$ cat src/rtl/ttbm_pkg.sv
// Shared types and constants for the threshold table best-match block.
package ttbm_pkg;

	localparam int VAL_W  = 16;
	localparam int IDX_W  = 4;
	localparam int COST_W = 40;
	localparam int INC_W  = 32;

	localparam logic [COST_W-1:0] COST_MAX = {COST_W{1'b1}};

	localparam logic MODE_WRITE = 1'b0;
	localparam logic MODE_QUERY = 1'b1;

	// register select is paddr[2]
	localparam logic REG_ROWS_IN_USE  = 1'b0;
	localparam logic REG_REACH_MARGIN = 1'b1;

	localparam logic [4:0]       ROWS_IN_USE_RST  = 5'd1;
	localparam logic [VAL_W-1:0] REACH_MARGIN_RST = 16'd256;

	// word moving down the cell chain, with the running best-match result
	typedef struct packed {
		logic              vld;
		logic              mode;
		logic [IDX_W-1:0]  row;
		logic [IDX_W-1:0]  elem;
		logic [VAL_W-1:0]  value;
		logic              last;
		logic              seen;
		logic              any;
		logic [IDX_W-1:0]  best_row;
		logic [COST_W-1:0] best_cost;
	} tok_t;

	typedef struct packed {
		logic              any_reached;
		logic [IDX_W-1:0]  best_row;
		logic [COST_W-1:0] best_cost;
	} res_t;

endpackage

$ cat src/rtl/ttbm_if.sv


interface ttbm_out_if;
	logic                        valid;
	logic                        ready;
	logic                        any_reached;
	logic [ttbm_pkg::IDX_W-1:0]  best_row;
	logic [ttbm_pkg::COST_W-1:0] best_cost;

	modport source(output valid, any_reached, best_row, best_cost, input ready);
	modport sink(input valid, any_reached, best_row, best_cost, output ready);
endinterface

$ cat src/rtl/ttbm_obuf.sv
// Two-word result buffer between the cell chain and the result channel.
module ttbm_obuf (
	input  logic              clk,
	input  logic              arst_n,
	input  logic              push,
	input  ttbm_pkg::res_t    push_word,
	output logic [1:0]        level,
	ttbm_out_if.source        results
);

	ttbm_pkg::res_t ent0_q;
	ttbm_pkg::res_t ent1_q;
	logic [1:0]     cnt_q;
	logic           pop;

	assign pop                 = results.valid && results.ready;
	assign level               = cnt_q;
	assign results.valid       = (cnt_q != 2'd0);
	assign results.any_reached = ent0_q.any_reached;
	assign results.best_row    = ent0_q.best_row;
	assign results.best_cost   = ent0_q.best_cost;

	always_ff @(posedge clk or negedge arst_n) begin
		if (!arst_n) begin
			cnt_q <= 2'd0;
		end else begin
			case ({push, pop})
				2'b10:   cnt_q <= cnt_q + 2'd1;
				2'b01:   cnt_q <= cnt_q - 2'd1;
				default: cnt_q <= cnt_q;
			endcase
		end
	end

	always_ff @(posedge clk) begin
		case ({push, pop})
			2'b10: begin
				if (cnt_q == 2'd0) begin
					ent0_q <= push_word;
				end else begin
					ent1_q <= push_word;
				end
			end
			2'b01: begin
				ent0_q <= ent1_q;
			end
			2'b11: begin
				if (cnt_q == 2'd1) begin
					ent0_q <= push_word;
				end else begin
					ent0_q <= ent1_q;
					ent1_q <= push_word;
				end
			end
			default: begin
				ent0_q <= ent0_q;
			end
		endcase
	end

endmodule

$ cat src/flat_wrapper.sv
// flat-port wrapper written by rule: the top's interface ports become plain ports
module ttbm_obuf_flat 
  (clk, arst_n, push, push_word, level, results_valid, results_any_reached, results_best_row, results_best_cost, results_ready);
  ttbm_out_if results_i ();
  input  logic clk;
  input  logic arst_n;
  input  logic push;
  input  ttbm_pkg::res_t push_word;
  output logic [1:0] level;
  output wire logic [$bits(results_i.valid)-1:0] results_valid;
  output wire logic [$bits(results_i.any_reached)-1:0] results_any_reached;
  output wire logic [$bits(results_i.best_row)-1:0] results_best_row;
  output wire logic [$bits(results_i.best_cost)-1:0] results_best_cost;
  input wire logic [$bits(results_i.ready)-1:0] results_ready;
  assign results_valid = results_i.valid;
  assign results_any_reached = results_i.any_reached;
  assign results_best_row = results_i.best_row;
  assign results_best_cost = results_i.best_cost;
  assign results_i.ready = results_ready;
  ttbm_obuf u_core (.clk(clk), .arst_n(arst_n), .push(push), .push_word(push_word), .level(level), .results(results_i));
endmodule
$ cat config.mk
export PLATFORM = sky130hd
export DESIGN_NAME = ttbm_obuf_flat
export DESIGN_NICKNAME = d
export VERILOG_FILES = /design/src/rtl/ttbm_pkg.sv /design/src/rtl/ttbm_if.sv /design/src/rtl/ttbm_obuf.sv /design/src/flat_wrapper.sv
export SDC_FILE = /design/constraint.sdc
export NUM_CORES = 1
export LEC_CHECK = 0
export BUFFER_PORTS_ARGS = -buffer_cell sky130_fd_sc_hd__buf_4
export CAP_MARGIN = 10
export CORE_ASPECT_RATIO = 1.2
export CORE_UTILIZATION = 55
export CTS_BUF_LIST = sky130_fd_sc_hd__clkbuf_16
export CTS_CLUSTER_DIAMETER = 100
export CTS_CLUSTER_SIZE = 8
export DETAILED_ROUTE_END_ITERATION = 10
export HOLD_SLACK_MARGIN = 0.05
export PLACE_DENSITY = 0.84
export REMOVE_ABC_BUFFERS = 1
export SETUP_SLACK_MARGIN = 0.4
export SLEW_MARGIN = 20
export SYNTH_ARGS = -nofsm -noshare
export SYNTH_HDL_FRONTEND = slang
export SYNTH_SLANG_ARGS = --single-unit
$ cat constraint.sdc
create_clock -name clk -period 7.9 [get_ports clk]
set_clock_uncertainty 0.2 [all_clocks]
set_input_delay 0.395 -clock clk [delete_from_list [all_inputs] [get_ports clk]]
set_output_delay 0.395 -clock clk [all_outputs]
set_load 0.02 [all_outputs]
Word level (Yosys, flattened, before mapping)
Cells that the tools add are included.
{ "totals": {"regBits": 92, "wordCells": 31} }
{ "op_classes": {"addsub": 2, "n_eq_ne": 7, "muxes": 7, "n_reduce_logical": 8} }
{ "op_table": {"columns": ["cell", "n"], "rows": [
  ["$mux W45", 4],
  ["$pmux W45 S3", 1],
  ["$pmux W45 S2", 1],
  ["$reduce_bool A2 Y1", 3],
  ["$eq A2 B1 Y1 const B", 2],
  ["$eq A2 B2 Y1 const B", 2],
  ["$ne A2 B2 Y1 const B", 2],
  ["$pmux W2 S2", 1],
  ["$reduce_and A3 Y1", 1],
  ["$reduce_bool A3 Y1", 1],
  ["$add A2 B1 Y2 const B", 1],
  ["$logic_not A2 Y1", 1],
  ["$ne A2 B1 Y1 const B", 1],
  ["$reduce_and A2 Y1", 1],
  ["$sub A2 B1 Y2 const B", 1],
  ["$logic_and A1 B1 Y1", 1]
]} }

Logic depth before layout (Yosys ltp)
Gate-level depths: netlist of run 1.
{ "depth": {"ltp_word": 5, "mapped_depth": 8, "ltp_nobuf": 7} }

Least setup slack after synthesis of run 1
No wires, ideal clock.
{ "synth_path": {"path_kind": "flip-flop to flip-flop", "start": "register u_core.cnt_q[1], in the netlist u_core.level[1]", "end": "register u_core.ent0_q (netlist bit u_core.results.any_reached) (enable)", "setup_ps": 510, "arrival_time_ps": 4077, "t_required_ps": 7190, "setup_slack_ps": 3113, "stages_incl_launch_ff": 5, "period_less_slack_ps": 4787, "path_cell_list": "dfrtp_1 inv_1 ha_1 inv_1 o21ai_0"} }
{ "synth_between": {"elab_chain_len": 5} }
{ "synth_rtl": {"columns": ["element", "line_no", "rtl"], "rows": [
  ["start, declared", "ttbm_obuf.sv:13", "logic [1:0] cnt_q;"],
  ["start signal, assigned", "ttbm_obuf.sv:28", "2'b10: cnt_q <= cnt_q + 2'd1;"],
  ["start signal, assigned", "ttbm_obuf.sv:29", "2'b01: cnt_q <= cnt_q - 2'd1;"],
  ["start signal, assigned", "ttbm_obuf.sv:30", "default: cnt_q <= cnt_q;"],
  ["$reduce_bool A2 Y1 (*)", "ttbm_obuf.sv:18", "assign results.valid = (cnt_q != 2'd0);"],
  ["net results_valid", "flat_wrapper.sv:10", "output wire logic [$bits(results_i.valid)-1:0] results_valid;"],
  ["$logic_and A1 B1 Y1 (*)", "ttbm_obuf.sv:16", "assign pop = results.valid && results.ready;"],
  ["$eq A2 B2 Y1 / $eq A2 B1 Y1 (equally long branches)", "ttbm_obuf.sv:36", "case ({push, pop})"],
  ["$ne A2 B1 Y1 (no source line) / $reduce_bool A3 Y1 (equally long branches)", null, null],
  ["$reduce_and A2 Y1 (no source line) (*)", null, null],
  ["end signal, assigned", "ttbm_obuf.sv:39", "ent0_q <= push_word;"],
  ["end signal, assigned", "ttbm_obuf.sv:45", "ent0_q <= ent1_q;"],
  ["end signal, assigned", "ttbm_obuf.sv:49", "ent0_q <= push_word;"],
  ["end, declared", "ttbm_obuf.sv:11", "ttbm_pkg::res_t ent0_q;"]
]} }
The timed path passes the listed nets; every way through them passes the cells marked *.
A chain may end at the register's enable or synchronous reset.

Worst setup path in the final report of run 1
{ "layout_path": {"start": "register u_core.cnt_q[0], in the netlist u_core.level[0]", "end": "register u_core.ent0_q (netlist bit u_core.results.any_reached), data pin"} }
{ "layout_between": {"elab_chain_len": 4} }
{ "layout_rtl": {"columns": ["element", "line_no"], "rows": [
  ["$reduce_bool A2 Y1", "ttbm_obuf.sv:18"],
  ["$logic_and A1 B1 Y1", "ttbm_obuf.sv:16"],
  ["$eq A2 B2 Y1 / $eq A2 B1 Y1 (equally long branches)", "ttbm_obuf.sv:36"],
  ["$pmux W45 S3 (*)", "ttbm_obuf.sv:36"]
]} }
Mark *: on every way between the ends. The rest lies on a longest branch, timed or not.

==> results of run 1 <==
==> timing repair <==
item / 4_1_cts / 5_1_grt
hold buffers: 34 / 0
hold endpoints to repair: 35 / 0
setup endpoints to repair: 0 / 0
==> final timing paths <==
| kind | from | end | slack (ns) | depth (start not counted) |
|---|---|---|---|---|
| setup / recovery | u_core.level[0]$_DFFE_PN0P_ | u_core.results.any_reached$_DFFE_PP_ | 4.62 | 6 |
| hold / removal | push_word[11] | u_core.ent1_q[11]$_DFFE_PP_ | 0.06 | 1 |
| setup reg to reg | u_core.level[0]$_DFFE_PN0P_ | u_core.results.any_reached$_DFFE_PP_ | 4.62 | 6 |
| hold reg to reg | u_core.level[1]$_DFFE_PN0P_ | u_core.level[1]$_DFFE_PN0P_ | 0.32 | 2 |
| max in group asynchronous | arst_n | u_core.level[0]$_DFFE_PN0P_ | 7.24 | 2 |
| min in group asynchronous | arst_n | u_core.level[1]$_DFFE_PN0P_ | 0.17 | 2 |
==> worst max-delay path, stage by stage, from the launching register on <==
cell	delay, ns
dfrtp_1	0.43
inv_1	0.07
ha_1	0.23
nor2b_1	0.25
ha_2	0.92
nor2_4	0.41
a221o_1	0.48
==> sequential cells by signal, indices dropped and copies added (netlist names) <==
register / flops
u_core.results.best_row: 4
u_core.results.best_cost: 40
u_core.results.any_reached: 1
u_core.level: 2
u_core.ent1_q: 45
==> synth_stat cells, drive strengths merged (2+ instances only) <==
library cell / n
clkbuf: 8
ha: 7
inv: 5
nor2b: 2
nand2: 2
buf: 11
and2: 45
a221o: 45
mux2: 45
o21ai: 3
dfrtp: 2
edfxtp: 90
==> stage by stage <==
| stage | instances | worst slack, ns | area (µm²) | hold WS [ns] |
|---|---|---|---|---|
| 2_1_floorplan | 251 | 3.113 | 4315 | -0.1006 |
| 3_3_place_gp | 442 | 4.479 | 5196 | -0.02303 |
| 3_5_place_dp | 442 | 4.331 | 5196 | -0.02039 |
| 4_1_cts | 492 | 4.330 | 5803 | 0.05007 |
| 5_1_grt | 492 | 4.427 | 5809 | 0.05113 |
| 6_report | 492 | 4.620 | 5809 | 0.05968 |
==> per-layer routing <==
layer | vias to the layer above | track usage | routed length [µm]
met5 | - | 0 | 0
met1 | 1463 | 0.2677 | 3774
met3 | 19 | 0.05099 | 442
li1 | 1329 | - | -
met2 | 92 | 0.3985 | 4794
met4 | 0 | 0.09682 | 235
==> report_power, final <==
group          leakage (nW)  switching, W  internal (W)  total (W)
combinational          1.31      0.000457      0.000420   0.000877
clock                 0.128      0.000182      0.000211   0.000393
sequential            0.896     0.0000633      0.000766   0.000830
==> logic make-up after synthesis <==
kind of cell / Yosys count
DFF: 92
and+or+nand+nor: 51
AOI/OAI and AO/OA: 50
muxes: 45
buffers and inverters: 24
adders and majority gates: 7
xor gates and xnor gates: 1
==> layout make-up <==
type	count	area (µm²)	share of cell area
clock buffer	9	225.2	0.03877
inverter	5	18.77	0.003231
sequential	92	2753	0.4738
multi-input combinational	154	1573	0.2707
timing repair buffer	133	1084	0.1865
clock inverter	7	41.29	0.007107
tap	92	115.1	0.01981
==> results.md, run 1 <==
* Status: finished with violations
* Failing checks: design-rule violations
* Initial core utilization at 0.5705
* Root Buffer: clkbuf_16
* Final Power at 0.002099 W
* Final setup TNS at 0 ns
* Post-Route WL at 9.247 mm
* Pwr dens at 361.3 nW/µm²
* Largest net degree at the start of global routing at 49
* Gp weighted congestion at 0.7309
* Post-synthesis compound-gate area fraction at 0.1087
* Antenna diode count at 0
* DRC at 8
* Sequential-to-total area share from yosys stat at 0.6225
* Utilization after layout at 0.7495
* CTS Sinks at 92
* Crit. End Element: flip-flop
* Critical path required time at 7.78 ns
* Layout cell share with drive strength beyond 1 at 0.4075
* Num rows at 35
* Clock Latency Late Sink at 0.34 ns
* Tmin final at 3.280 ns
* Synth-to-Final Area Change at 31.38%
* Synth unique cells at 20
* Post-Synth XOR/XNOR Area at 0.001981
* Num ports at 97
* Seq cells post-synth at 92
* Synth area leader: edfxtp_1
* PortBufs at 96
* Final antenna-violating net count at 0
* Share of the synthesized area in the top cell type at 0.6112
* Max-cap violations at 0
* Static leakage at 2.334 nW
* Wire per inst at 18.79 µm
* CP max FO at 48
* Layout fillers at 468
* Vias in the first global route at 2,907
* Max Transition Viols Final at 0
* Simple-gate share of the synthesized area at 0.07102
* Post-Synth Adder-Cell Area at 0.01981
* Die Ht at 100.2 µm
* Synth async-reset ratio at 0.02174
* Most common cell after layout, fill and taps aside: buf_4
* Total track usage at 0.2262
* Final worst-path cycle share at 0.4152
* Min-delay worst type: in2reg
* Core Footprint at 7751 µm²
* Critical Path AT at 3.16 ns
* Setup violators final at 0
* Grt ovf at 0
* Synth Instances at 270
* Detailed Place HPWL at 5.242 mm
* Critical path type: reg2reg
* Fin. Hold Viols at 0
* Initial antenna violation count at 0
* Largest family of logic cells by synthesized area: multiplexers
* Global-route wire length before repair at 14.45 mm
* Total of warnings raised by yosys at 0
* Drt first-iter violations at 223
* CTS buffer count at 9
* Commonest cells after routing, fill and taps aside: 99 x buf_4, 90 x edfxtp_1, 45 x and2_1, 45 x a221o_1, 39 x mux2_4
* Main synth FF type: edfxtp_1
* Post-synth EDFFs at 90
* Clk buf depth at 2
* H-tree Lvls at 3
* CTS tree: yes
* Syn Area/Cell at 16.38 µm²
* DRT Pass-1 Iters at 8
* Highest clock rate at 304.9 MHz
* Rel. slew slack at 0.2983
* Via/cell ratio at 5.900
* Main area contributors after synthesis: edfxtp_1 61%, mux2_4 13%, a221o_1 10%
* Die Width at 83.85 µm
* Post-CTS sizing at 0
* Netlist Area Pre-Place at 4422 µm²
* Worst-Margin Slew at 1.050 ns
* Mux share of post-synthesis cell area at 0.1477
* Startpoint Class: flip-flop
* Number of setup buffers added after CTS at 0
* Number of nets in the layout at 451
* Peak VDD IR at 0.2777 mV
* RSZ-0062 raised after global routing: false
* Via count at 2,903
* Die ar. at 8403 µm²
* Clk slew on worst S/H paths at 0.07 ns
Note: power is estimated with default switching activity, not from simulation.
==> run 2: changes to the inputs <==
Settings changed: CORE_UTILIZATION 55 to 54, PLACE_DENSITY 0.84 to 0.82.
Clock period 7.9 ns to 3.35 ns, I/O delays scaled along.
==> results.md, run 2 (same netlist as run 1, synthesis figures left out) <==
* Status: finished with violations
* Failing checks: design-rule violations
* Number of setup buffers added after CTS at 0 (unchanged)
* Critical path type: reg2reg
* H-tree Lvls at 3 (unchanged)
* Clk slew on worst S/H paths at 0.07 ns (about the same)
* RSZ-0062 raised after global routing: false
* Clock Latency Late Sink at 0.33 ns (about the same)
* Wire per inst at 18.79 µm (about the same)
* Via count at 2,914 (+0.38%)
* Reg power frac at 0.383 (-0.012)
* Grt ovf at 0 (unchanged)
* Total track usage at 0.2297 (+0.003515)
* Sw frac at 0.3273 (-0.006895)
* Detailed Place HPWL at 5.676 mm (+8.3%)
* Via/cell ratio at 5.725 (-3.0%)
* Drt first-iter violations at 166 (-26%)
* Highest clock rate at 366.2 MHz (+20%)
* CP top delay family: adder cells
* Layout cell share with drive strength beyond 1 at 0.4029 (-0.004622)
* Min-delay worst type: in2reg
* Global-route wire length before repair at 15.01 mm (+3.9%)
* Fin. Hold Viols at 0 (unchanged)
* Gp weighted congestion at 0.7084 (-3.1%)
* Num ports at 97 (unchanged)
* CP max FO at 33 (-31%)
* Post-Route WL at 9.565 mm (+3.4%)
* Startpoint Class: flip-flop
* PortBufs at 96 (unchanged)
* CTS Sinks at 92 (unchanged)
* Static leakage at 2.438 nW (+4.4%)
* DRC at 4 (-4)
* Top reg by flops: u_core.ent1_q
* Num rows at 35 (unchanged)
* Final worst-path cycle share at 0.8152 (+0.4000)
* Worst-Margin Slew at 0.9318 ns (-0.1182 ns)
* Comb pwr share at 0.421 (+0.003)
* Buf/Inv on CP at 2 (+1)
* Commonest cells after routing, fill and taps aside: 100 x buf_4, 90 x edfxtp_1, 47 x dlygate4sd3_1, 45 x and2_1, 45 x a221o_1
* Max Transition Viols Final at 0 (unchanged)
* Die Width at 84.61 µm (+0.90%)
* Critical Path AT at 2.61 ns (-0.55 ns)
* Critical-path cell list: inv_1 -> ha_1 -> nor2b_1 -> ha_2 -> nor2_4 -> buf_12 -> a221o_1
* Rel. slew slack at 0.3764 (+0.07810)
* Setup violators final at 0 (unchanged)
* Number of nets in the layout at 468 (+3.8%)
* Initial antenna violation count at 0 (unchanged)
* Root Buffer: clkbuf_16
* Die ar. at 8556 µm² (+1.8%)
* Layout fillers at 450 (-3.8%)
* Core Footprint at 7795 µm² (+0.57%)
* Crit. End Element: flip-flop
* Final antenna-violating net count at 0 (unchanged)
* Synth-to-Final Area Change at 36.45%
* Clock share of power at 0.196 (+0.009)
* Most common cell after layout, fill and taps aside: buf_4
* Antenna diode count at 0 (unchanged)
* Max-cap violations at 0 (unchanged)
* Initial core utilization at 0.5673 (-0.003205)
* Crit-path max cell delay at 0.52 ns (-0.40 ns)
* Pwr dens at 846.2 nW/µm² (+130%)
* CP max stage cell: ha_2
* Net Sw Power at 0.001671 W (+140%)
* Final setup TNS at 0 ns (unchanged)
* Vias in the first global route at 3,061 (+5.3%)
* Critical path required time at 3.23 ns (-4.55 ns)
* DRT Pass-1 Iters at 9 (+1)
* Max reg flops at 45 (unchanged)
* CTS buffer count at 9 (unchanged)
* Clk buf depth at 2 (unchanged)
* Utilization after layout at 0.7740 (+0.02452)
* Tmin final at 2.731 ns (-0.5490 ns)
* Peak VDD IR at 0.6124 mV (+120%)
* Internal power at 0.003434 W (+150%)
* CTS tree: yes
* Die Ht at 101.1 µm (+0.90%)
* Largest net degree at the start of global routing at 47 (-4.1%)
-- run 2: area by class of cell --
type / count / area (µm²) / share of cell area
flip-flops and latches: 92 / 2753 / 0.4562
well taps: 92 / 115.1 / 0.01908
multi-input cells: 154 / 1573 / 0.2607
clock buffers: 9 / 225.2 / 0.03733
repair buffers: 150 / 1281 / 0.2124
clock inverters: 7 / 67.56 / 0.01120
inverters: 5 / 18.77 / 0.003111
-- run 2: power groups by stage --
stage,Clock (W),Sequential [W],Combinational (W)
after floorplan,0,0.00228,0.00108
after global placement,0,0.00195,0.00202
after detailed placement,0,0.00197,0.00208
after CTS,0.00101,0.00195,0.00213
after global routing,0.00106,0.00199,0.00228
final,0.00100,0.00195,0.00215
-- run 2: worst min-delay path, delay by kind of cell --
family / cells / cell delay, ns
buffers and inverters: 2 / 0.26
AO/OA/AOI/OAI: 1 / 0.10
adder cells (fa/ha/maj): 1 / 0.23
-- run 2: stage by stage --
step | power (W) | worst slack (ns) | cells | hold WS (ns) | cell area, µm²
after CTS | 0.005090 | 0.5783 | 508 | 0.2624 | 6007
final | 0.005105 | 0.6190 | 509 | 0.2765 | 6033
after global placement | 0.003971 | 0.7012 | 445 | -0.2505 | 5244
after floorplan | 0.003365 | -1.437 | 251 | -0.3281 | 4315
after detailed placement | 0.004047 | 0.5909 | 445 | -0.2471 | 5244
after global routing | 0.005328 | 0.4378 | 509 | 0.3170 | 6033
-- run 2: metal layers --
metal / wire [µm] / GRT usage / vias up
met4: 187 / 0.09257 / 0
met3: 414 / 0.04423 / 16
met5: 0 / 0 / -
met1: 3993 / 0.2716 / 1437
met2: 4970 / 0.4146 / 101
li1: - / - / 1360
-- run 2: final timing paths --
check / start / to / slack (ns) / cells after the start
min: push / u_core.level[1]$_DFFE_PN0P_ / 0.28 / 4
max: u_core.level[0]$_DFFE_PN0P_ / u_core.results.best_cost[12]$_DFFE_PP_ / 0.62 / 7
min in group asynchronous: arst_n / u_core.level[1]$_DFFE_PN0P_ / 0.49 / 3
min reg2reg: u_core.level[1]$_DFFE_PN0P_ / u_core.level[1]$_DFFE_PN0P_ / 0.34 / 2
max in group asynchronous: arst_n / u_core.level[0]$_DFFE_PN0P_ / 2.33 / 3
max reg2reg: u_core.level[0]$_DFFE_PN0P_ / u_core.results.best_cost[12]$_DFFE_PP_ / 0.62 / 7
-- run 2: what timing repair did --
item | 4_1_cts | 5_1_grt
hold buffers | 47 | 0
gates resized for setup | 0 | 1
hold endpoints to repair | 92 | 0
endpoints found under the setup margin | 0 | 31
