<file path="config.mk">
export PLATFORM = sky130hd
export DESIGN_NAME = ttbm_cell
export DESIGN_NICKNAME = d
export VERILOG_FILES = /design/src/rtl/ttbm_pkg.sv /design/src/rtl/ttbm_cell.sv
export SDC_FILE = /design/constraint.sdc
export NUM_CORES = 1
export LEC_CHECK = 0
export ABC_CLOCK_PERIOD_IN_PS = 8300
export CORE_ASPECT_RATIO = 1.5
export CORE_MARGIN = 4
export CORE_UTILIZATION = 35
export CTS_BUF_LIST = sky130_fd_sc_hd__clkbuf_16
export DETAILED_ROUTE_END_ITERATION = 12
export DONT_BUFFER_PORTS = 1
export GPL_ROUTABILITY_DRIVEN = 0
export SETUP_SLACK_MARGIN = 0.1
export SYNTH_ARGS = -nofsm -noshare
export SYNTH_HDL_FRONTEND = slang
export SYNTH_SLANG_ARGS = --single-unit
</file>
<file path="constraint.sdc">
create_clock -name clk -period 8.3 [get_ports clk]
set_input_delay 0 -clock clk [delete_from_list [all_inputs] [get_ports clk]]
set_output_delay 0 -clock clk [all_outputs]
set_load 0.02 [all_outputs]
</file>
<file path="src/rtl/ttbm_pkg.sv">
// Shared types and constants for the threshold table best-match block.
package ttbm_pkg;

	localparam int VAL_W  = 16;
	localparam int IDX_W  = 4;
	localparam int COST_W = 40;
	localparam int INC_W  = 32;

	localparam logic [COST_W-1:0] COST_MAX = {COST_W{1'b1}};

	localparam logic MODE_WRITE = 1'b0;
	localparam logic MODE_QUERY = 1'b1;

	// register select is paddr[2]
	localparam logic REG_ROWS_IN_USE  = 1'b0;
	localparam logic REG_REACH_MARGIN = 1'b1;

	localparam logic [4:0]       ROWS_IN_USE_RST  = 5'd1;
	localparam logic [VAL_W-1:0] REACH_MARGIN_RST = 16'd256;

	// word moving down the cell chain, with the running best-match result
	typedef struct packed {
		logic              vld;
		logic              mode;
		logic [IDX_W-1:0]  row;
		logic [IDX_W-1:0]  elem;
		logic [VAL_W-1:0]  value;
		logic              last;
		logic              seen;
		logic              any;
		logic [IDX_W-1:0]  best_row;
		logic [COST_W-1:0] best_cost;
	} tok_t;

	typedef struct packed {
		logic              any_reached;
		logic [IDX_W-1:0]  best_row;
		logic [COST_W-1:0] best_cost;
	} res_t;

endpackage

</file>
<file path="src/rtl/ttbm_cell.sv">
// One table row: reference memory, cost accumulator and best-match compare stage.
module ttbm_cell #(
	parameter int IDX  = 0,
	parameter int DIMS = 16
) (
	input  logic                       clk,
	input  logic                       arst_n,
	input  logic [ttbm_pkg::VAL_W-1:0] margin,
	input  logic                       in_use,
	input  ttbm_pkg::tok_t             tok_i,
	output ttbm_pkg::tok_t             tok_o
);

	localparam int AW = (DIMS > 1) ? $clog2(DIMS) : 1;

	logic [ttbm_pkg::VAL_W-1:0] ref_mem [DIMS];
	logic [AW-1:0]              addr;
	logic                       wr_en;

	ttbm_pkg::tok_t             tok_s1;
	logic [ttbm_pkg::VAL_W-1:0] rd_s1;

	ttbm_pkg::tok_t             tok_s2;
	logic [ttbm_pkg::INC_W-1:0] inc_s2;
	logic                       over_s2;

	logic [ttbm_pkg::COST_W-1:0] cost_q;
	logic                        reach_q;

	logic                        active_s1;
	logic signed [16:0]          d;
	logic signed [16:0]          neg_d;
	logic                        pos;
	logic [15:0]                 mag;
	logic [ttbm_pkg::INC_W-1:0]  prod;
	logic [ttbm_pkg::INC_W-1:0]  inc;

	logic [ttbm_pkg::COST_W:0]   sum;
	logic [ttbm_pkg::COST_W-1:0] cost_new;
	logic                        reach_new;
	logic                        is_query;
	logic                        is_end;

	assign addr  = AW'(tok_i.elem);
	assign wr_en = tok_i.vld && (tok_i.mode == ttbm_pkg::MODE_WRITE)
		&& (32'(tok_i.row) == IDX) && (32'(tok_i.elem) < DIMS);

	always_ff @(posedge clk) begin
		if (wr_en) begin
			ref_mem[addr] <= tok_i.value;
		end
		rd_s1 <= ref_mem[addr];
	end

	// stage 1: difference (ref minus query); square if positive, else magnitude times 256
	assign active_s1 = tok_s1.vld && (tok_s1.mode == ttbm_pkg::MODE_QUERY)
		&& (32'(tok_s1.elem) < DIMS);
	assign d     = $signed({rd_s1[15], rd_s1}) - $signed({tok_s1.value[15], tok_s1.value});
	assign neg_d = -d;
	assign pos   = !d[16] && (d != 17'sd0);
	assign mag   = pos ? d[15:0] : neg_d[15:0];
	assign prod  = mag * mag;
	assign inc   = pos ? prod : {8'd0, mag, 8'd0};

	// stage 2: saturating accumulate, then fold into the running best
	assign sum       = {1'b0, cost_q} + {9'd0, inc_s2};
	assign cost_new  = sum[ttbm_pkg::COST_W] ? ttbm_pkg::COST_MAX
		: sum[ttbm_pkg::COST_W-1:0];
	assign reach_new = reach_q && !over_s2;
	assign is_query  = tok_s2.vld && (tok_s2.mode == ttbm_pkg::MODE_QUERY);
	assign is_end    = is_query && tok_s2.last;

	always_comb begin
		tok_o = tok_s2;
		if (is_end && in_use) begin
			tok_o.any = tok_s2.any || reach_new;
			if (!tok_s2.seen || (cost_new < tok_s2.best_cost)) begin
				tok_o.seen      = 1'b1;
				tok_o.best_row  = ttbm_pkg::IDX_W'(IDX);
				tok_o.best_cost = cost_new;
			end
		end
	end

	always_ff @(posedge clk or negedge arst_n) begin
		if (!arst_n) begin
			tok_s1  <= '0;
			tok_s2  <= '0;
			cost_q  <= '0;
			reach_q <= 1'b1;
		end else begin
			tok_s1 <= tok_i;
			tok_s2 <= tok_s1;
			if (is_end) begin
				cost_q  <= '0;
				reach_q <= 1'b1;
			end else if (is_query) begin
				cost_q  <= cost_new;
				reach_q <= reach_new;
			end
		end
	end

	always_ff @(posedge clk) begin
		inc_s2  <= active_s1 ? inc : '0;
		over_s2 <= active_s1 && pos && (mag > margin);
	end

endmodule

</file>
---- Word-level counts from Yosys, hierarchy flattened ----
Memory sizes are Yosys's and may differ from the RTL's. A register that Yosys moved wholly into a read port is not among the register bits.
Index checks and enable logic that the tools add are counted.
storage, ports and cells
  register bits ........................... 220
  RAM bits ................................ 256
  input port bits ......................... 92
  output and inout port bits .............. 73
  word-level logic and storage cells ...... 64
  memories ................................ 1
memory list
  memory   words  width  rd ports  clocked after memory_dff  wr ports  RTL line         source
  ref_mem  16     16     1         1                         1         ttbm_cell.sv:16  logic [ttbm_pkg::VAL_W-1:0] ref_mem [DIMS];
operators by class
  add/subtract/negate cells ............... 3
  multipliers ............................. 1
  $lt $le $gt $ge ......................... 2
  mux-type cells .......................... 12
  bitwise logic cells ..................... 1
  reductions and logical operators ........ 19
operators by type and width
  cell                                            count
  40-bit two-way mux                              3
  46-bit two-way mux                              1
  44-bit two-way mux                              1
  40-bit by 32-bit adder with 41-bit output       1
  40-bit less-than comparator                     1
  16-bit by 16-bit multiplier with 32-bit output  1
  24-bit two-way mux                              1
  17-bit nonzero test                             1
  16-bit by 16-bit subtractor with 17-bit output  1
  16-bit > comparator                             1
  16-bit two-way mux                              1
  16-bit negator                                  1
  1-bit logical AND                               10
  1-bit two-way mux                               5
  4-bit logical NOT                               1
  1-bit logical NOT                               3
  1-bit logical OR                                2
  2-bit AND reduction                             1
  2-bit nonzero test                              1
  1-bit inverter                                  1

---- Longest topological paths before layout ----
Gate-level depths: netlist of the first run.
  depth after elaboration ................. 6
  mapped depth ............................ 40
  gate-level depth less buffers ........... 38

---- Worst setup path before layout of the first run ----
Ideal clock, no wire load.
  kind .................................... reg-to-reg
  start point ............................. register tok_s1[47] in the netlist's numbering
  end point ............................... register inc_s2[30] in the netlist's numbering
  setup time .............................. 0.128 ns
  arrival ................................. 8.703 ns
  data required time ...................... 8.172 ns
  setup slack ............................. -0.530 ns
  cell stages (with the launch flop) ...... 34
  period minus slack after synthesis ...... 8.830 ns
  path through ............................ dfrtp_1 ha_1 inv_1 fa_1 a21o_1 a22oi_2 a2111oi_2 o21a_1 o21a_1 o211ai_1 a41o_1 buf_4 and2_1 xor2_1 buf_2 nand2_1 fa_1 fa_1 inv_1 fa_1 fa_1 fa_1 inv_1 fa_1 inv_1 ha_1 inv_1 or3_1 o311ai_1 a211oi_1 o41a_1 o31ai_1 xnor2_1 nor2_1
on the way
  cells in the longest elaborated chain, start to end .. 5
RTL lines
  item                                                                                    RTL line          source
  start: declaration                                                                      ttbm_cell.sv:20   ttbm_pkg::tok_t tok_s1;
  start signal: assignment                                                                ttbm_cell.sv:92   tok_s1 <= tok_i;
  16-bit by 16-bit subtractor with 17-bit output (*)                                      ttbm_cell.sv:58   assign d = $signed({rd_s1[15], rd_s1}) - $signed({tok_s1.value[15], tok_s1.value});
  branches (longest 4 deep; another with 16-bit by 16-bit multiplier with 32-bit output)  --
  end signal: assignment                                                                  ttbm_cell.sv:105  inc_s2 <= active_s1 ? inc : '0;
  end: declaration                                                                        ttbm_cell.sv:24   logic [ttbm_pkg::INC_W-1:0] inc_s2;
Mark *: on every way between the ends.
A chain may end at the register's enable or synchronous reset.

---- Worst setup path in the final report of the first run ----
  start point ............................. register tok_s1[47] in the netlist's numbering
  end point ............................... register inc_s2[31] in the netlist's numbering
Same word-level chain as after synthesis.

==> flow_summary.toml, run 1 <==
[status]
status = "complete, but fails checks"
failed_checks = "setup timing"

[yosys]
yosysUniqueCellTypes = 86
avgSynthCellArea_um2 = 12.38
synth_nets = 2772
yosysWarnings = 0
synth_top_area_frac = 0.2685
netlist_top_cells_area = "edfxtp_1 (27%), dfrtp_1 (16%), fa_1 (12%)"
yosys_register_bits = 491
ys_dominant_reg_cell = "edfxtp_1"
yosysTopAreaCell = "edfxtp_1"
netlist_instances = 2313
yosysSeqAreaShare = 0.4656
synthesis.area_um2 = 28630
async_flop_share = 0.3809
synth_edf_count = 256

[floorplanning]
initial_core_util = 0.3526
die-area_um2 = 86530
rows = 128
die_h_um = 358.3
pin_count = 165
core_area_um2 = 81200
die_w_um = 241.5

[timing]
slew_headroom = 0.1715
rsz0062_at_grt = "yes"
tightest_slew_ps = 1233
setup_slack_ps = -507.5
setup_tns_ps = -3850
clock.fmax_mhz = 113.5
clock_skew_ps = 52.62
slew_violations = 0
post-route-period-util = 1.061
period_minus_slack_ps = 8808
setup_violations = 14
hold_viol = 0

[setup_path]
cp-end-kind = "flip-flop"
cp-endpoint = "inc_s2[31]"
crit_buf_inv = 9
setup.worst_path.start_class = "flip-flop"
critical_path_depth = 37
arrival_ps = 9370
r2r_slack_ps = -510
r2r_end = "inc_s2[31]"
cp_top_family = "adder cells"
crit_required_ps = 8860
cp_max_fo = 6
rr_worst_depth = 37
r2r_start = "tok_s1[47]"
critPathKind = "flip-flop to flip-flop"
crit_path_frequent_cell = "fa_1"
max_stage_delay_ps = 530
slowest_stage = "fa_1"
crit_start = "tok_s1[47]"

[final_layout]
fin_cells = 3781
drive_gt1_frac = 0.2530
final_cell_mix = "inv_1 (298), buf_4 (270), edfxtp_1 (256)"
final_common_cell = "inv_1"
fillers = 7262
final_area_um2 = 35800
final_core_util = 0.4409
finish.net_count = 3155
area_delta_synth_final_pct = 25.06

[grt]
grt_max_degree = 188
antenna_found_initial = 1
track_usage = 0.1799
grt_first_pass_wirelength_um = 122200
grt.overflow.total = 0
grt_pass1_vias = 21280

[clock_tree]
clk_path_buf_depth = 3
clk_pin_slew_ps = 60
clk_latency_ps = 640
cts.sinks = 491
tritoncts = "done"
cts_buffers = 51
htree_levels = 2
cts-root-buf = "clkbuf_16"

[flow_run]
max-cap-violations = 0

[placed_design]
placed_area_um2 = 31780
portBuffers = 0
dp_hpwl_um = 56080
dpl.cell_count = 3513

[detailed_routing]
ant_nets = 0
viasPerCell = 5.085
firstDrtPassIters = 7
vias = 19230
drc = 0
routedWlPerCell_um = 20.72
initialDrtViolationCount = 1030
wl_um = 78340

[min_path]
min_path_type = "input pin to flip-flop"
[metal layers]
layer  GRT usage  share of wire  vias to the layer above
met1      0.1885           0.35                     9714
met3     0.02313          0.037                      214
met4     0.07446          0.049                        0
met2      0.3599           0.56                      522
met5           0              0                        -
li1            -              -                     8776
[cell usage after synthesis (all sizes together), types with 15 or more instances]
| cell type | count |
|---|---|
| dfrtp | 186 |
| nand2b | 26 |
| dfxtp | 48 |
| and2 | 15 |
| nand3 | 26 |
| a21o | 40 |
| o21ai | 52 |
| a21oi | 100 |
| inv | 319 |
| a22o | 32 |
| nor3 | 24 |
| clkbuf | 38 |
| mux2 | 42 |
| o21a | 17 |
| nor2 | 147 |
| buf | 58 |
| xnor2 | 56 |
| edfxtp | 256 |
| ha | 202 |
| mux4 | 80 |
| nand2 | 168 |
| or3 | 16 |
| a211oi | 19 |
| xor2 | 32 |
| fa | 165 |
[state kept, by name, summed over array words and instances (netlist names)]
name     flops
tok_s2      46
tok_o       27
over_s2      1
ref_mem    256
inc_s2      31
reach_q      1
rd_s1       16
cost_q      40
tok_s1      73
[timing repair]
action,in CTS,in global routing
endpoints found under the hold margin,614,0
endpoints found under the setup margin,20,65
pin swaps,70,64
buffers inserted,29,10
gates resized for setup,102,52
hold buffers,133,0
[area by class of cell]
class | instances | area (um^2) | share of cell area
Antenna cell | 2 | 5.005 | 0.0001398
Clock buffer | 53 | 1326 | 0.03704
Clock inverter | 43 | 371.6 | 0.01038
Inverter | 319 | 1210 | 0.03379
Multi-Input combinational cell | 1407 | 14490 | 0.4048
Sequential cell | 491 | 13330 | 0.3723
Tap cell | 1040 | 1301 | 0.03634
Timing Repair Buffer | 426 | 3767 | 0.1052
[logic make-up (layout without fill, tap and decap cells)]
kind of cell | Yosys count | count (layout) | synth area share
DFF | 491 | 491 | 0.4656
buffers and inverters | 415 | 841 | 0.05957
xor gates and xnor gates | 88 | 88 | 0.02876
and+or+nand+nor | 482 | 482 | 0.07766
other | 0 | 2 | 0
AOI/OAI and AO/OA | 345 | 345 | 0.08413
adders and majority gates | 367 | 367 | 0.2037
muxes | 125 | 125 | 0.08063
[stage by stage]
step / hold WS, ps / setup slack, ps
floorplan: -295.6 / -123.8
global route: 56.24 / -846.1
detailed placement: -289.6 / -753.0
global placement: -289.3 / -518.8
CTS: 14.77 / -462.6
finish: 55.90 / -507.5
[worst min-delay path: stages]
cell and delay [ps]:
nand2b_1 180, nor2_2 40, buf_4 250
[how the worst min path moves through the flow]
stage	start	end	slack, ps	cells past startpoint
after floorplan	arst_n	cost_q[0]	-300	0
after global placement	arst_n	tok_s1[6]	-290	0
after detailed placement	arst_n	tok_s1[6]	-290	0
after CTS	tok_i[66]	ref_mem[8][15]	10	3
after global routing	tok_i[66]	ref_mem[8][15]	60	3
final	tok_i[66]	ref_mem[8][15]	60	3
Power of run 1 is left out: the tool's default activity adds up to more than one toggle a clock period on the data nets, which glitch-free logic cannot reach.
==> run 2, diff against run 1 <==
Settings changed: RECOVER_POWER from default to 25.
==> flow_summary.toml, run 2 (same netlist as run 1, synthesis figures left out) <==
[timing]
slew_violations = 118
clock_skew_ps = 54.02
setup_violations = 14
hold_viol = 0
rsz0062_at_grt = "yes"
setup_slack_ps = -500.2
tightest_slew_ps = 4296
post-route-period-util = 1.060
clock.fmax_mhz = 113.6
period_minus_slack_ps = 8800
hold_ws_ps = 56.15
slew_headroom = -1.864
setup_tns_ps = -3791

[clock_tree]
clk_latency_ps = 640
cts-root-buf = "clkbuf_16"
tritoncts = "done"
clk_path_buf_depth = 3
cts.sinks = 491
htree_levels = 2
clk_pin_slew_ps = 60
cts_buffers = 51

[detailed_routing]
firstDrtPassIters = 5
routedWlPerCell_um = 20.72
ant_nets = 0
vias = 19180
drc = 0
initialDrtViolationCount = 1036
viasPerCell = 5.075
wl_um = 78330

[status]
status = "complete, but fails checks"
failed_checks = "capacitance limit, slew limit, setup timing"

[placed_design]
dpl.cell_count = 3513
dp_hpwl_um = 56080
portBuffers = 0
placed_area_um2 = 31780

[setup_path]
cp-end-kind = "flip-flop"
arrival_ps = 9360
crit_path_frequent_cell = "fa_1"
max_stage_delay_ps = 530
rr_worst_depth = 37
critPathKind = "flip-flop to flip-flop"
slowest_stage = "fa_1"
setup.worst_path.start_class = "flip-flop"
crit_required_ps = 8860
cp_max_fo = 6

[floorplanning]
initial_core_util = 0.3526
die-area_um2 = 86530
rows = 128
die_h_um = 358.3
core_area_um2 = 81200
die_w_um = 241.5
pin_count = 165

[grt]
antenna_found_initial = 1
grt.overflow.total = 0
grt_first_pass_wirelength_um = 122200
grt_max_degree = 188
grt_pass1_vias = 21280
track_usage = 0.1799

[final_layout]
reg_top3 = "ref_mem: 256 flops, tok_s1: 73 flops, tok_s2: 46 flops"
largest_reg_flops = 256
final_common_cell = "inv_1"
regMostFlops = "ref_mem"
final_area_um2 = 35740
fin_cells = 3780
area_delta_synth_final_pct = 24.83
final_cell_mix = "inv_1 (298), buf_4 (270), edfxtp_1 (256)"
finish.net_count = 3155
drive_gt1_frac = 0.2519

[min_path]
hold_depth = 3
min_path_type = "input pin to flip-flop"

[flow_run]
max-cap-violations = 3
## run 2: cell types whose count changed in the layout (fill, tap and decap cells not counted), sizes merged
cell,before,now
buf,298,295
clkbuf,53,56
diode,2,1
## run 2: layout make-up
cell class / count / area (um^2)
fillers: 7270 / 45460
multi-input cells: 1407 / 14490
flip-flops and latches: 491 / 13330
repair buffers: 426 / 3704
clock buffers: 53 / 1326
well taps: 1040 / 1301
inverters: 319 / 1210
clock inverters: 43 / 371.6
diodes: 1 / 2.502
## run 2: routing by layer
layer  wire length [um]  GRT usage  vias to the layer above  part of all wire
met5                  0          0                        -                 0
met4               3733    0.07446                        0             0.048
met3               2860    0.02313                      210             0.037
met2              44210     0.3599                      504              0.56
met1              27520     0.1885                     9691              0.35
li1                   -          -                     8778                 -
## run 2: critical path, delay by kind of cell (launching register included)
kind	cells	cell delay, ps
AOI/OAI and AO/OA	14	2690
adders and majority gates	9	3710
and+or+nand+nor	4	820
xor gates and xnor gates	1	250
buffers and inverters	9	820
DFF	1	400
## run 2: final timing paths
path,startpoint,end,slack (ps)
max,tok_s1[47],inc_s2[31],-500
min,tok_i[66],ref_mem[8][15],60
max reg2reg,tok_s1[47],inc_s2[31],-500
min reg2reg,tok_s1[69],tok_o[69],320
max in group asynchronous,arst_n,tok_s1[60],7260
min in group asynchronous,arst_n,tok_o[47],80
## run 2: stage by stage
stage | util | worst slack, ps
floorplan | - | -123.8
global placement | 0.3913 | -518.8
detailed placement | 0.3913 | -753.0
CTS | 0.4373 | -462.6
global route | 0.4401 | -846.1
finish | 0.4401 | -500.2
## run 2: repair_timing
action                                  in CTS  in global routing
cloned                                       0                  0
endpoints found under the setup margin      20                 65
gates resized for setup                    102                 52
hold buffers                               133                  0
endpoints found under the hold margin      614                  0
pin swaps                                   70                 64
setup buffers                               29                 10
Power of run 2 is left out for the same reason.
==> run 3, diff against run 2 <==
Settings changed: ABC_CLOCK_PERIOD_IN_PS 8300 to 7500, HOLD_SLACK_MARGIN from default to 0.05.
Clock period 8.3 ns to 7.5 ns, I/O delays scaled along.
==> flow_summary.toml, run 3 (same netlist as run 1, synthesis figures left out) <==
[detailed_routing]
initialDrtViolationCount = 980
ant_nets = 0
viasPerCell = 5.035
drc = 0
firstDrtPassIters = 7
wl_um = 77390
routedWlPerCell_um = 20.26
vias = 19240

[floorplanning]
die_h_um = 358.3
die-area_um2 = 86530
core_area_um2 = 81200
pin_count = 165
initial_core_util = 0.3526
rows = 128
die_w_um = 241.5

[timing]
setup_violations = 23
period_minus_slack_ps = 8812
setup_tns_ps = -20000
clock_skew_ps = 17.82
tightest_slew_ps = 4337
slew_headroom = -1.891
rsz0062_at_grt = "yes"
clock.fmax_mhz = 113.5
post-route-period-util = 1.175
slew_violations = 120
setup_slack_ps = -1312
hold_viol = 0

[grt]
grt_pass1_vias = 21300
antenna_found_initial = 3
track_usage = 0.1773
grt_max_degree = 188
grt_first_pass_wirelength_um = 120300
grt.overflow.total = 0

[min_path]
hp-start = "tok_i[71]"
whs_endpoint = "ref_mem[2][12]"
min_path_type = "input pin to flip-flop"
hold_depth = 4

[clock_tree]
htree_levels = 2
cts.sinks = 491
clk_pin_slew_ps = 70
cts-root-buf = "clkbuf_16"
cts_buffers = 50
clk_path_buf_depth = 3
tritoncts = "done"
clk_latency_ps = 600

[setup_path]
setup.worst_path.start_class = "flip-flop"
rr_worst_depth = 37
crit_path_frequent_cell = "fa_1"
critPathKind = "flip-flop to flip-flop"
crit_required_ps = 8050
r2r_end = "inc_s2[31]"
slowest_stage = "fa_1"
r2r_start = "tok_s1[47]"
cp-end-kind = "flip-flop"
arrival_ps = 9360
max_stage_delay_ps = 540
r2r_slack_ps = -1310
cp_max_fo = 8

[placed_design]
dp_hpwl_um = 55960
post-place-ws_ps = -1526
dpl.cell_count = 3556
portBuffers = 0

[final_layout]
regMostFlops = "ref_mem"
largest_reg_flops = 256
drive_gt1_frac = 0.2642
reg_top3 = "ref_mem: 256 flops, tok_s1: 73 flops, tok_s2: 46 flops"
final_cell_mix = "buf_4 (310), inv_1 (302), edfxtp_1 (256)"
area_delta_synth_final_pct = 25.51
finish.net_count = 3195
fin_cells = 3820
final_common_cell = "buf_4"

[status]
failed_checks = "capacitance limit, slew limit, setup timing"
status = "complete, but fails checks"

[flow_run]
max-cap-violations = 3
## run 3: final cells by class
cell class                      count  area, um^2
Fill cell                        7261       45270
Antenna cell                        2       5.005
Tap cell                         1040        1301
Clock inverter                     44       384.1
Inverter                          319        1210
Clock buffer                       50        1251
Timing Repair Buffer              467        3993
Sequential cell                   491       13330
Multi-Input combinational cell   1407       14460
## run 3: worst max-delay path by stage
stage | start | endpoint | slack, ps | cells after the start
floorplan | tok_s1[47] | inc_s2[31] | -920 | 31
detailed placement | tok_s1[47] | inc_s2[31] | -1530 | 36
global placement | rd_s1[0] | inc_s2[31] | -1410 | 36
global route | tok_s1[47] | inc_s2[31] | -1740 | 37
CTS | tok_s1[47] | inc_s2[30] | -1300 | 36
finish | tok_s1[47] | inc_s2[31] | -1310 | 37
## run 3: metal layers
metal	track usage	vias to the layer above	part of all wire
met5	0	-	0.00017
met4	0.06563	2	0.043
met3	0.02417	160	0.038
met2	0.3570	466	0.57
met1	0.1862	9745	0.35
li1	-	8862	-
## run 3: what timing repair did
action	in CTS	in global routing
setup endpoints to repair	24	25
pin swaps	35	62
hold endpoints to repair	609	0
gates resized for setup	90	56
hold buffers	133	0
buffers inserted	20	19
gates cloned	0	0
## run 3: metrics by stage
stage / hold WS [ps] / instance area (um^2) / utilization
floorplan: -295.6 / 28950 / -
global placement: -289.7 / 32070 / 0.3949
detailed placement: -289.5 / 32070 / 0.3949
CTS: 66.66 / 35610 / 0.4385
global route: 121.7 / 35930 / 0.4425
finish: 111.6 / 35930 / 0.4425
## run 3: critical path, delay by kind of cell, from the launching register on
family	cells	cell delay, ps
AO/OA/AOI/OAI	11	2120
flip-flops	1	360
adder cells (fa/ha/maj)	9	3650
buffers and inverters	8	760
AND/OR/NAND/NOR	7	1380
XOR/XNOR	2	460
Power of run 3 is left out for the same reason.
